File: src/sv/ebh_pkg.sv
`timescale 1ns / 1ps
`default_nettype none

package ebh_pkg;

   localparam int NUM_BOUNDS   = 7;
   localparam int SAMPLE_WIDTH = 32;
   localparam int BOUND_REGS   = 7;
   localparam int NUM_BUCKETS  = 8;
   localparam int IDX_W        = 3;
   localparam int CNT_W        = 32;
   localparam int VAL_W        = 32;
   localparam int SUM_W        = 64;
   localparam int CSR_W        = 32;

   localparam logic [IDX_W-1:0] CSR_BOUNDS_USED = 3'd7;

   localparam logic       MODE_RECORD = 1'b0;
   localparam logic       MODE_READ   = 1'b1;

   localparam logic [CNT_W-1:0]        COUNT_MAX = '1;
   localparam logic signed [VAL_W-1:0] VAL_MAX   = {1'b0, {(VAL_W-1){1'b1}}};
   localparam logic signed [VAL_W-1:0] VAL_MIN   = {1'b1, {(VAL_W-1){1'b0}}};
   localparam logic signed [SUM_W-1:0] SUM_MAX   = {1'b0, {(SUM_W-1){1'b1}}};
   localparam logic signed [SUM_W-1:0] SUM_MIN   = {1'b1, {(SUM_W-1){1'b0}}};

   // classified word handed from the input stage to the accumulator
   typedef struct packed {
      logic                    mode;
      logic signed [VAL_W-1:0] sample;
      logic [IDX_W-1:0]        index;
   } item_type;

   typedef struct packed {
      logic [IDX_W-1:0]        bucket_index;
      logic [CNT_W-1:0]        bucket_count;
      logic [CNT_W-1:0]        total_count;
      logic signed [SUM_W-1:0] running_sum;
      logic signed [VAL_W-1:0] min_value;
      logic signed [VAL_W-1:0] max_value;
      logic                    has_extremes;
   } result_type;

endpackage

`default_nettype wire

File: src/sv/explicit_bucket_histogram_core.sv
// A word accepted on req_ reaches rsp_ through the input/classify register, then the
// accumulate/result register.
// Throughput: one word per cycle; ready only drops while the result register is stalled.
// Reset (synchronous, active high) clears boundaries, bounds_used, all counts and the sum,
// sets the min/max trackers to the most positive/negative values and empties the pipe.
`timescale 1ns / 1ps
`default_nettype none

module explicit_bucket_histogram_core (
   input  wire logic         clock,
   input  wire logic         reset,
   input  wire logic         csr_we,
   input  wire logic [2:0]   csr_addr,
   input  wire logic [31:0]  csr_wdata,
   input  wire logic         req_tvalid,
   output logic              req_tready,
   input  wire logic [39:0]  req_tdata,   // sample[31:0], read_index[34:32], zero pad
   input  wire logic         req_tuser,   // mode
   output logic              rsp_tvalid,
   input  wire logic         rsp_tready,
   output logic [199:0]      rsp_tdata,   // bucket_index[2:0], bucket_count[34:3],
                                          // total_count[66:35], running_sum[130:67],
                                          // min_value[162:131], max_value[194:163], pad
   output logic              rsp_tuser    // has_extremes
);
   import ebh_pkg::*;

   logic       item_valid;
   logic       item_ready;
   item_type   item;
   result_type result;

   ebh_classify u_classify (
      .clock          (clock),
      .reset          (reset),
      .csr_we         (csr_we),
      .csr_addr       (csr_addr),
      .csr_wdata      (csr_wdata),
      .req_valid      (req_tvalid),
      .req_ready      (req_tready),
      .req_mode       (req_tuser),
      .req_sample     (req_tdata[31:0]),
      .req_read_index (req_tdata[34:32]),
      .item_valid     (item_valid),
      .item_ready     (item_ready),
      .item           (item)
   );

   ebh_accum u_accum (
      .clock      (clock),
      .reset      (reset),
      .item_valid (item_valid),
      .item_ready (item_ready),
      .item       (item),
      .rsp_valid  (rsp_tvalid),
      .rsp_ready  (rsp_tready),
      .result     (result)
   );

   assign rsp_tdata = {5'b0, result.max_value, result.min_value, result.running_sum,
                       result.total_count, result.bucket_count, result.bucket_index};
   assign rsp_tuser = result.has_extremes;

endmodule

`default_nettype wire

File: src/sv/ebh_classify.sv
`timescale 1ns / 1ps
`default_nettype none

module ebh_classify (
   input  wire logic                       clock,
   input  wire logic                       reset,
   input  wire logic                       csr_we,
   input  wire logic [ebh_pkg::IDX_W-1:0]  csr_addr,
   input  wire logic [ebh_pkg::CSR_W-1:0]  csr_wdata,
   input  wire logic                       req_valid,
   output logic                            req_ready,
   input  wire logic                       req_mode,
   input  wire logic [ebh_pkg::VAL_W-1:0]  req_sample,
   input  wire logic [ebh_pkg::IDX_W-1:0]  req_read_index,
   output logic                            item_valid,
   input  wire logic                       item_ready,
   output ebh_pkg::item_type               item
);
   import ebh_pkg::*;

   logic signed [VAL_W-1:0] bound_ff [BOUND_REGS];
   logic [IDX_W-1:0]        bounds_used_ff;
   logic                    valid_ff;
   item_type                item_ff;
   item_type                item_in;
   logic [IDX_W-1:0]        used;
   logic signed [VAL_W-1:0] sample_ext;
   logic [IDX_W-1:0]        hit_idx;

   always_ff @(posedge clock) begin
      if (reset) begin
         for (int i = 0; i < BOUND_REGS; i++) bound_ff[i] <= '0;
         bounds_used_ff <= '0;
      end else if (csr_we) begin
         if (csr_addr == CSR_BOUNDS_USED) begin
            bounds_used_ff <= csr_wdata[IDX_W-1:0];
         end else begin
            bound_ff[csr_addr] <= csr_wdata[VAL_W-1:0];
         end
      end
   end

   assign used = (bounds_used_ff > IDX_W'(NUM_BOUNDS)) ? IDX_W'(NUM_BOUNDS) : bounds_used_ff;
   assign sample_ext = VAL_W'(signed'(req_sample[SAMPLE_WIDTH-1:0]));

   // parallel compares; scan from the top so the lowest hit wins
   always_comb begin
      hit_idx = used;
      for (int i = NUM_BOUNDS - 1; i >= 0; i--) begin
         if ((IDX_W'(i) < used) && (sample_ext <= bound_ff[i])) hit_idx = IDX_W'(i);
      end
   end

   always_comb begin
      item_in.mode   = req_mode;
      item_in.sample = sample_ext;
      item_in.index  = (req_mode == MODE_READ) ? req_read_index : hit_idx;
   end

   assign req_ready = !valid_ff || item_ready;

   always_ff @(posedge clock) begin
      if (reset) begin
         valid_ff <= 1'b0;
      end else if (req_ready) begin
         valid_ff <= req_valid;
      end
   end

   always_ff @(posedge clock) begin
      if (req_ready && req_valid) item_ff <= item_in;
   end

   assign item_valid = valid_ff;
   assign item       = item_ff;

endmodule

`default_nettype wire

File: src/sv/ebh_accum.sv
`timescale 1ns / 1ps
`default_nettype none

module ebh_accum (
   input  wire logic          clock,
   input  wire logic          reset,
   input  wire logic          item_valid,
   output logic               item_ready,
   input  wire ebh_pkg::item_type item,
   output logic               rsp_valid,
   input  wire logic          rsp_ready,
   output ebh_pkg::result_type result
);
   import ebh_pkg::*;

   logic [CNT_W-1:0]        count_ff [NUM_BUCKETS];
   logic [CNT_W-1:0]        total_ff;
   logic signed [SUM_W-1:0] sum_ff;
   logic signed [VAL_W-1:0] smallest_ff;
   logic signed [VAL_W-1:0] largest_ff;
   logic                    seen_ff;
   logic                    rsp_valid_ff;
   result_type              result_ff;

   logic                    out_en;
   logic                    fire;
   logic                    record;
   logic [CNT_W-1:0]        count_cur;
   logic [CNT_W-1:0]        count_in;
   logic [CNT_W-1:0]        total_in;
   logic signed [SUM_W:0]   sum_wide;
   logic signed [SUM_W-1:0] sum_in;
   logic signed [VAL_W-1:0] smallest_in;
   logic signed [VAL_W-1:0] largest_in;
   result_type              result_in;

   assign out_en     = !rsp_valid_ff || rsp_ready;
   assign item_ready = out_en;
   assign fire       = item_valid && out_en;
   assign record     = fire && (item.mode == MODE_RECORD);

   assign count_cur = count_ff[item.index];
   assign count_in  = (count_cur == COUNT_MAX) ? count_cur : count_cur + 1'b1;
   assign total_in  = (total_ff == COUNT_MAX) ? total_ff : total_ff + 1'b1;

   // one guard bit catches signed overflow of the running sum
   assign sum_wide = sum_ff + item.sample;
   assign sum_in   = (sum_wide[SUM_W] != sum_wide[SUM_W-1]) ?
                     (sum_wide[SUM_W] ? SUM_MIN : SUM_MAX) : sum_wide[SUM_W-1:0];

   assign smallest_in = (item.sample < smallest_ff) ? item.sample : smallest_ff;
   assign largest_in  = (item.sample > largest_ff) ? item.sample : largest_ff;

   always_ff @(posedge clock) begin
      if (reset) begin
         for (int i = 0; i < NUM_BUCKETS; i++) count_ff[i] <= '0;
         total_ff    <= '0;
         sum_ff      <= '0;
         smallest_ff <= VAL_MAX;
         largest_ff  <= VAL_MIN;
         seen_ff     <= 1'b0;
      end else if (record) begin
         count_ff[item.index] <= count_in;
         total_ff    <= total_in;
         sum_ff      <= sum_in;
         smallest_ff <= smallest_in;
         largest_ff  <= largest_in;
         seen_ff     <= 1'b1;
      end
   end

   always_comb begin
      result_in.bucket_index = item.index;
      if (item.mode == MODE_RECORD) begin
         result_in.bucket_count = count_in;
         result_in.total_count  = total_in;
         result_in.running_sum  = sum_in;
         result_in.min_value    = smallest_in;
         result_in.max_value    = largest_in;
         result_in.has_extremes = 1'b1;
      end else begin
         result_in.bucket_count = count_cur;
         result_in.total_count  = total_ff;
         result_in.running_sum  = sum_ff;
         result_in.min_value    = seen_ff ? smallest_ff : '0;
         result_in.max_value    = seen_ff ? largest_ff : '0;
         result_in.has_extremes = seen_ff;
      end
   end

   always_ff @(posedge clock) begin
      if (reset) begin
         rsp_valid_ff <= 1'b0;
      end else if (out_en) begin
         rsp_valid_ff <= item_valid;
      end
   end

   always_ff @(posedge clock) begin
      if (fire) result_ff <= result_in;
   end

   assign rsp_valid = rsp_valid_ff;
   assign result    = result_ff;

`ifndef SYNTHESIS
   a_empty_state: assert property (@(posedge clock) disable iff (reset)
      !seen_ff |-> (total_ff == '0) && (sum_ff == '0))
      else $error("aggregates nonzero with no sample seen");

   a_min_le_max: assert property (@(posedge clock) disable iff (reset)
      seen_ff |-> (smallest_ff <= largest_ff))
      else $error("minimum above maximum");

   a_total_monotonic: assert property (@(posedge clock) disable iff (reset)
      $past(!reset) |-> (total_ff >= $past(total_ff)))
      else $error("total count went down");

   a_stall_freezes_state: assert property (@(posedge clock) disable iff (reset)
      (rsp_valid_ff && !rsp_ready) |=> $stable(total_ff) && $stable(sum_ff))
      else $error("state changed while result stalled");
`endif

endmodule

`default_nettype wire
File: config.mk
export PLATFORM = sky130hd
export DESIGN_NAME = explicit_bucket_histogram_core
export DESIGN_NICKNAME = d
export VERILOG_FILES = /design/src/sv/ebh_pkg.sv /design/src/sv/explicit_bucket_histogram_core.sv /design/src/sv/ebh_classify.sv /design/src/sv/ebh_accum.sv
export SDC_FILE = /design/constraint.sdc
export NUM_CORES = 2
export LEC_CHECK = 0
export ABC_AREA = 0
export BUFFER_PORTS_ARGS = -buffer_cell sky130_fd_sc_hd__buf_2
export CORE_AREA = 2 2 296 298
export DETAILED_ROUTE_END_ITERATION = 8
export DIE_AREA = 0 0 298 300
export GPL_TIMING_DRIVEN = 0
export PLACE_DENSITY_LB_ADDON = 0.1
export SYNTH_ARGS = -nofsm -noshare
export SYNTH_HDL_FRONTEND = slang
export SYNTH_SLANG_ARGS = --single-unit
File: constraint.sdc
create_clock -name clock -period 7.25 [get_ports clock]
set_input_delay 1.0875 -clock clock [delete_from_list [all_inputs] [get_ports clock]]
set_output_delay 1.0875 -clock clock [all_outputs]
set_load 0.02 [all_outputs]
# After elaboration in Yosys (flattened, before gate mapping)
# Memory sizes are Yosys's and may differ from the RTL's. A register that Yosys moved wholly into a read port is not among the register bits.
# Index checks and enable logic that the tools add are counted.
# Widths: inputs -> output; s select.
# op_classes
n_bitwise	1
mux	34
addsub	3
eq_ne	4
reduce_logical	17
order_cmp	17
# ops
op	n
$mux 32	8
$le 32x32->1	7
$mux 193	1
$mux 64	2
$add 64x32->65	1
$add 32x1->32 const B	2
$eq 32x32->1 const B	2
$reduce_or 32->1	2
$mux 3	12
$gt 32x32->1	1
$lt 32x32->1	1
$mux 1	11
$logic_and 1x1->1	10
$lt 3x3->1 const A	3
$lt 1x3->1 const A	2
$lt 2x3->1 const A	2
$eq 3x3->1 const B	1
$gt 3x3->1 const B	1
$logic_not 1->1	2
$logic_or 1x1->1	2
$reduce_and 2->1	1
$ne 1x1->1	1
$not 1->1	1
# totals
register_bits	398
mem_bits_rw	480
word_cells	96
n_memories	2
# memory_table
memory	depth	width	read_ports	rd_clocked_by_memory_dff	wr	line	source
u_accum.count_ff	8	32	1	1	8	ebh_accum.sv:16	logic [CNT_W-1:0] count_ff [NUM_BUCKETS];
u_classify.bound_ff	7	32	7	0	7	ebh_classify.sv:21	logic signed [VAL_W-1:0] bound_ff [BOUND_REGS];

# Logic depth before layout (Yosys ltp)
# logic_depth
ltp_word	13
mapped_depth	18
ltp_nobuf	14

# Cells and area by module
# From an unflattened synthesis, not the netlist that was laid out.
# hier_totals
hier_cells	4546
area_unflattened_um2	47322.9
# by_module_without_submodules
mod	n_inst	area_per_inst_um2	cells_each	seq_area_each_um2
ebh_accum	1	32279.7	3072	16816.1
ebh_classify	1	15001.9	1468	7567.3
explicit_bucket_histogram_core	1	41.3	6	0.0

# Least setup slack after synthesis
# Ideal clock, no wire load.
# synth_path
kind	input to register
from	in rsp_tready
to	mem u_accum.count_ff[7][0], enable pin
arrival_time_ns	7.457
n_path_buf	0
required_ns	6.856
path_slack_ns	-0.601
path_stages	7
setup_ns	0.394
cell_sequence	nor2b_1 > nand2b_1 > inv_1 > nand2_1 > nor2_1 > nand4_1 > nand2b_1
# synth_rtl
item	line	source
from (decl)	explicit_bucket_histogram_core.sv:20	input wire logic rsp_tready,
to (decl)	ebh_accum.sv:16	

==> results.toml <==
[die]
dieArea_mm2 = 0.08940
num_rows = 108
core_region_area_mm2 = 0.08621
io_pins = 284
die_x_um = 298
die_h_um = 300
start_util_pct = 55.47

[placement]
place_congestion = 0.9725
dp_hpwl_mm = 100.8
port_buffers = 271

[layout]
fillers = 7219
layout.cells.most_common = "edfxtp_1"
regArea_mm2 = 0.02444
final_nets = 5348
final_cell_mix = "edfxtp_1 (680), nor2_1 (679), nand2_1 (394)"
multi_input_comb_area_mm2 = 0.02112
area.growth.synth_to_final_pct = 13.26
final_layout_size_suffix_gt1_share_pct = 11.99

[global_routing]
grt_pass1_wl_mm = 207.2
antenna_found_initial = 7
track_usage_pct = 30.61
grt_start_max_net_pins = 49
grt_pass1_vias = 34320
grt_overflow_total = 0

[sta]
hold_viol = 0
rsz0062_at_grt = "false"
worstMarginPinSlew_ns = 1.377
worst_clock_skew_ns = 0.03168
post-route-min-period_ns = 6.602
setup_violations = 0
timing.slew.headroom_pct = 8.192
period_share_pct = 91.06
fmax_mhz = 151.5
fin_setup_tns_ns = 0
drv_slew = 0

[power_and_ir_drop]
switching_power_mw = 3.471
p_int_mw = 9.170
p_sw_share_pct = 27.46
ir_worst_vdd_mv = 0.1780
p_leak_nw = 22.34
power.density_mw_per_mm2 = 233.4
finalPower_mw = 12.64
p_seq_share_pct = 46.0
comb_power_share_pct = 15.4
pwr-share-clk_pct = 38.6

[outcome]
status = "finished, final reports clean"

[drt]
drc_errors = 0
drtIter0Drc = 3325
post_drt_wl_per_cell_um = 22.43
final_antenna_net_count = 0
drt-total-wl_mm = 137.9
vias = 35890
drt-pass1-iter-count = 5
via_per_inst = 5.836

[cts]
cts.path.max_buffers = 3
cts.sinks = 881
cts_tree = "yes"
cts-hold-fix-buffers = 0
clockRootBuffer = "clkbuf_16"
cts_inserted_buffers = 95
postCtsSetupRepairBufs = 0
h-tree-depth = 3
clk_pin_slew_ns = 0.06
clock_latency_ns = 0.68
cts_resized = 0

[logic_synthesis]
syn-cell-area_mm2 = 0.04782
synth_edf_count = 680
async_flop_share_pct = 0
ys_seq_area_share_pct = 51.12
syn_inst = 4523
yosys_warnings = 0
synth_cell_type_count = 91
ys.flop_type = "edfxtp_1"
ys_ff_latch = 881
syn_area_per_cell_um2 = 10.57

[hold_path]
min-delay-start = "u_classify.bound_ff[6][28]"
hold_end = "u_classify.bound_ff[6][28]"
min_path_cells = 2
holdCritPathClass = "flop to flop"

[worst_setup_path]
r2r_start = "u_classify.item[3]"
endpoint_kind = "flop"
critPathKind = "flop to flop"
cp-start-kind = "flop"
crit_required_ns = 7.67
cp_data_arrival_time_ns = 7.02
r2r_cells = 15
path_max_fanout = 10
timing.rr.end = "u_accum.result[111]"
rrSetupSlack_ns = 0.65

[run]
maxCapViolCount = 0
flip-flops by register name, indices dropped and copies added, names as in the netlist, named ones only:
register / flops
u_accum.smallest_ff: 32
u_accum.total_ff: 32
u_classify.item: 36
u_classify.bounds_used_ff: 3
u_classify.item_valid: 1
u_accum.seen_ff: 1
u_accum.largest_ff: 32
u_accum.sum_ff: 64
u_accum.result: 196
u_accum.count_ff: 256
u_accum.rsp_valid: 1
u_classify.bound_ff: 224
metal layers:
layer	wire [um]	GRT usage, %	part of all wire (%)	vias up
li1	-	-	-	16780
met1	57210	41.49	41	17370
met2	64500	50.13	47	1438
met3	10300	3.584	7.5	299
met4	5900	13.11	4.3	2
met5	11	0	0.0080	-
how the worst max path moves through the flow:
stage | from | end | slack (ns) | cells after the start
after detailed placement | u_classify.item[3] | u_accum.result[111] | 0.77 | 15
after floorplan | rsp_tready | u_accum.count_ff[7][0] | 1.09 | 7
after global routing | u_classify.item[3] | u_accum.result[111] | 0.52 | 15
after CTS | u_classify.item[3] | u_accum.result[121] | 0.74 | 15
after global placement | rsp_tready | u_accum.count_ff[2][21] | -2.78 | 8
final | u_classify.item[3] | u_accum.result[111] | 0.65 | 15
through the flow:
step | instances | utilization (%) | cell area (um^2) | hold slack (ns) | setup WS (ns)
2_1_floorplan | 4527 | - | 47840 | 0.4313 | 1.094
3_3_place_gp | 5953 | 58.74 | 50640 | 0.4419 | -2.776
3_5_place_dp | 5971 | 59.22 | 51050 | 0.4463 | 0.7730
4_1_cts | 6149 | 62.82 | 54160 | 0.4544 | 0.7412
5_1_grt | 6150 | 62.82 | 54160 | 0.4697 | 0.5221
6_report | 6150 | 62.82 | 54160 | 0.4547 | 0.6482
synthesized netlist by cell type (all sizes together), types with 5 or more instances:
library cell | count | area share [%]
and4 | 9 | 0.16
nand3 | 63 | 0.66
o31ai | 12 | 0.19
o21a | 36 | 0.57
o211ai | 13 | 0.20
inv | 389 | 3.1
o21ai | 157 | 1.6
o31a | 7 | 0.13
nor2b | 36 | 0.48
or3 | 25 | 0.33
and2 | 14 | 0.18
a211oi | 27 | 0.43
or2 | 7 | 0.092
nand2 | 394 | 3.1
nor2 | 685 | 5.4
a21oi | 237 | 2.5
and3 | 18 | 0.24
nand3b | 7 | 0.11
edfxtp | 680 | 43
nand4 | 84 | 1.1
buf | 38 | 0.53
maj3 | 34 | 0.71
mux2i | 162 | 3.4
a2111oi | 13 | 0.24
xor2 | 71 | 1.4
ha | 353 | 9.2
clkbuf | 157 | 1.2
a21o | 135 | 2.1
nand2b | 93 | 1.2
mux2 | 22 | 0.52
nor3 | 64 | 0.77
o21bai | 17 | 0.27
dfxtp | 201 | 8.4
mux4 | 64 | 3.1
a21boi | 5 | 0.079
nor4 | 21 | 0.35
xnor2 | 93 | 1.7
a31oi | 14 | 0.21
a31o | 5 | 0.092
area by class of cell:
cell class              count  share of cell area [%]
plain buffers             195                   1.555
clock inverters            55                   1.014
clock buffers             123                   4.715
flip-flops and latches    881                   45.13
well taps                1155                   2.668
inverters                 390                   2.710
multi-input cells        3061                   38.99
diodes                      1                0.004621
repair buffers            289                   3.207
power by group through the flow:
stage | Clock, mW | Sequential (mW) | Combinational, mW
after CTS | 4.92 | 5.82 | 1.93
after global placement | 0 | 5.94 | 1.86
after detailed placement | 0 | 5.92 | 1.92
after global routing | 5.12 | 5.84 | 2.11
final | 4.88 | 5.82 | 1.94
after floorplan | 0 | 5.99 | 1.18
cell families (layout without fill, tap and decap cells):
kind of cell,after synthesis,count (layout),share of synthesized area [%]
compound gates,724,724,9.537
xor+xnor,164,164,3.129
fa+ha+maj,388,388,9.990
buf+inv,585,1052,4.822
flops,881,881,51.12
mux,248,248,7.012
other cells,1,6,0.007842
simple gates,1532,1532,14.39
worst max-delay path: stages (launching register included):
cell,delay [ns]
edfxtp_1,0.57
ha_1,0.32
inv_1,0.08
fa_1,0.39
nand2b_1,0.20
a21oi_1,0.23
a2111oi_0,0.15
o31ai_1,0.61
a31oi_1,0.43
a2111oi_0,0.83
o21ai_1,0.43
a31o_2,0.40
nor2_1,0.51
clkbuf_1,0.62
a21oi_1,0.15
o21ai_0,0.42
No activity file was read; power rests on OpenSTA's default activity.
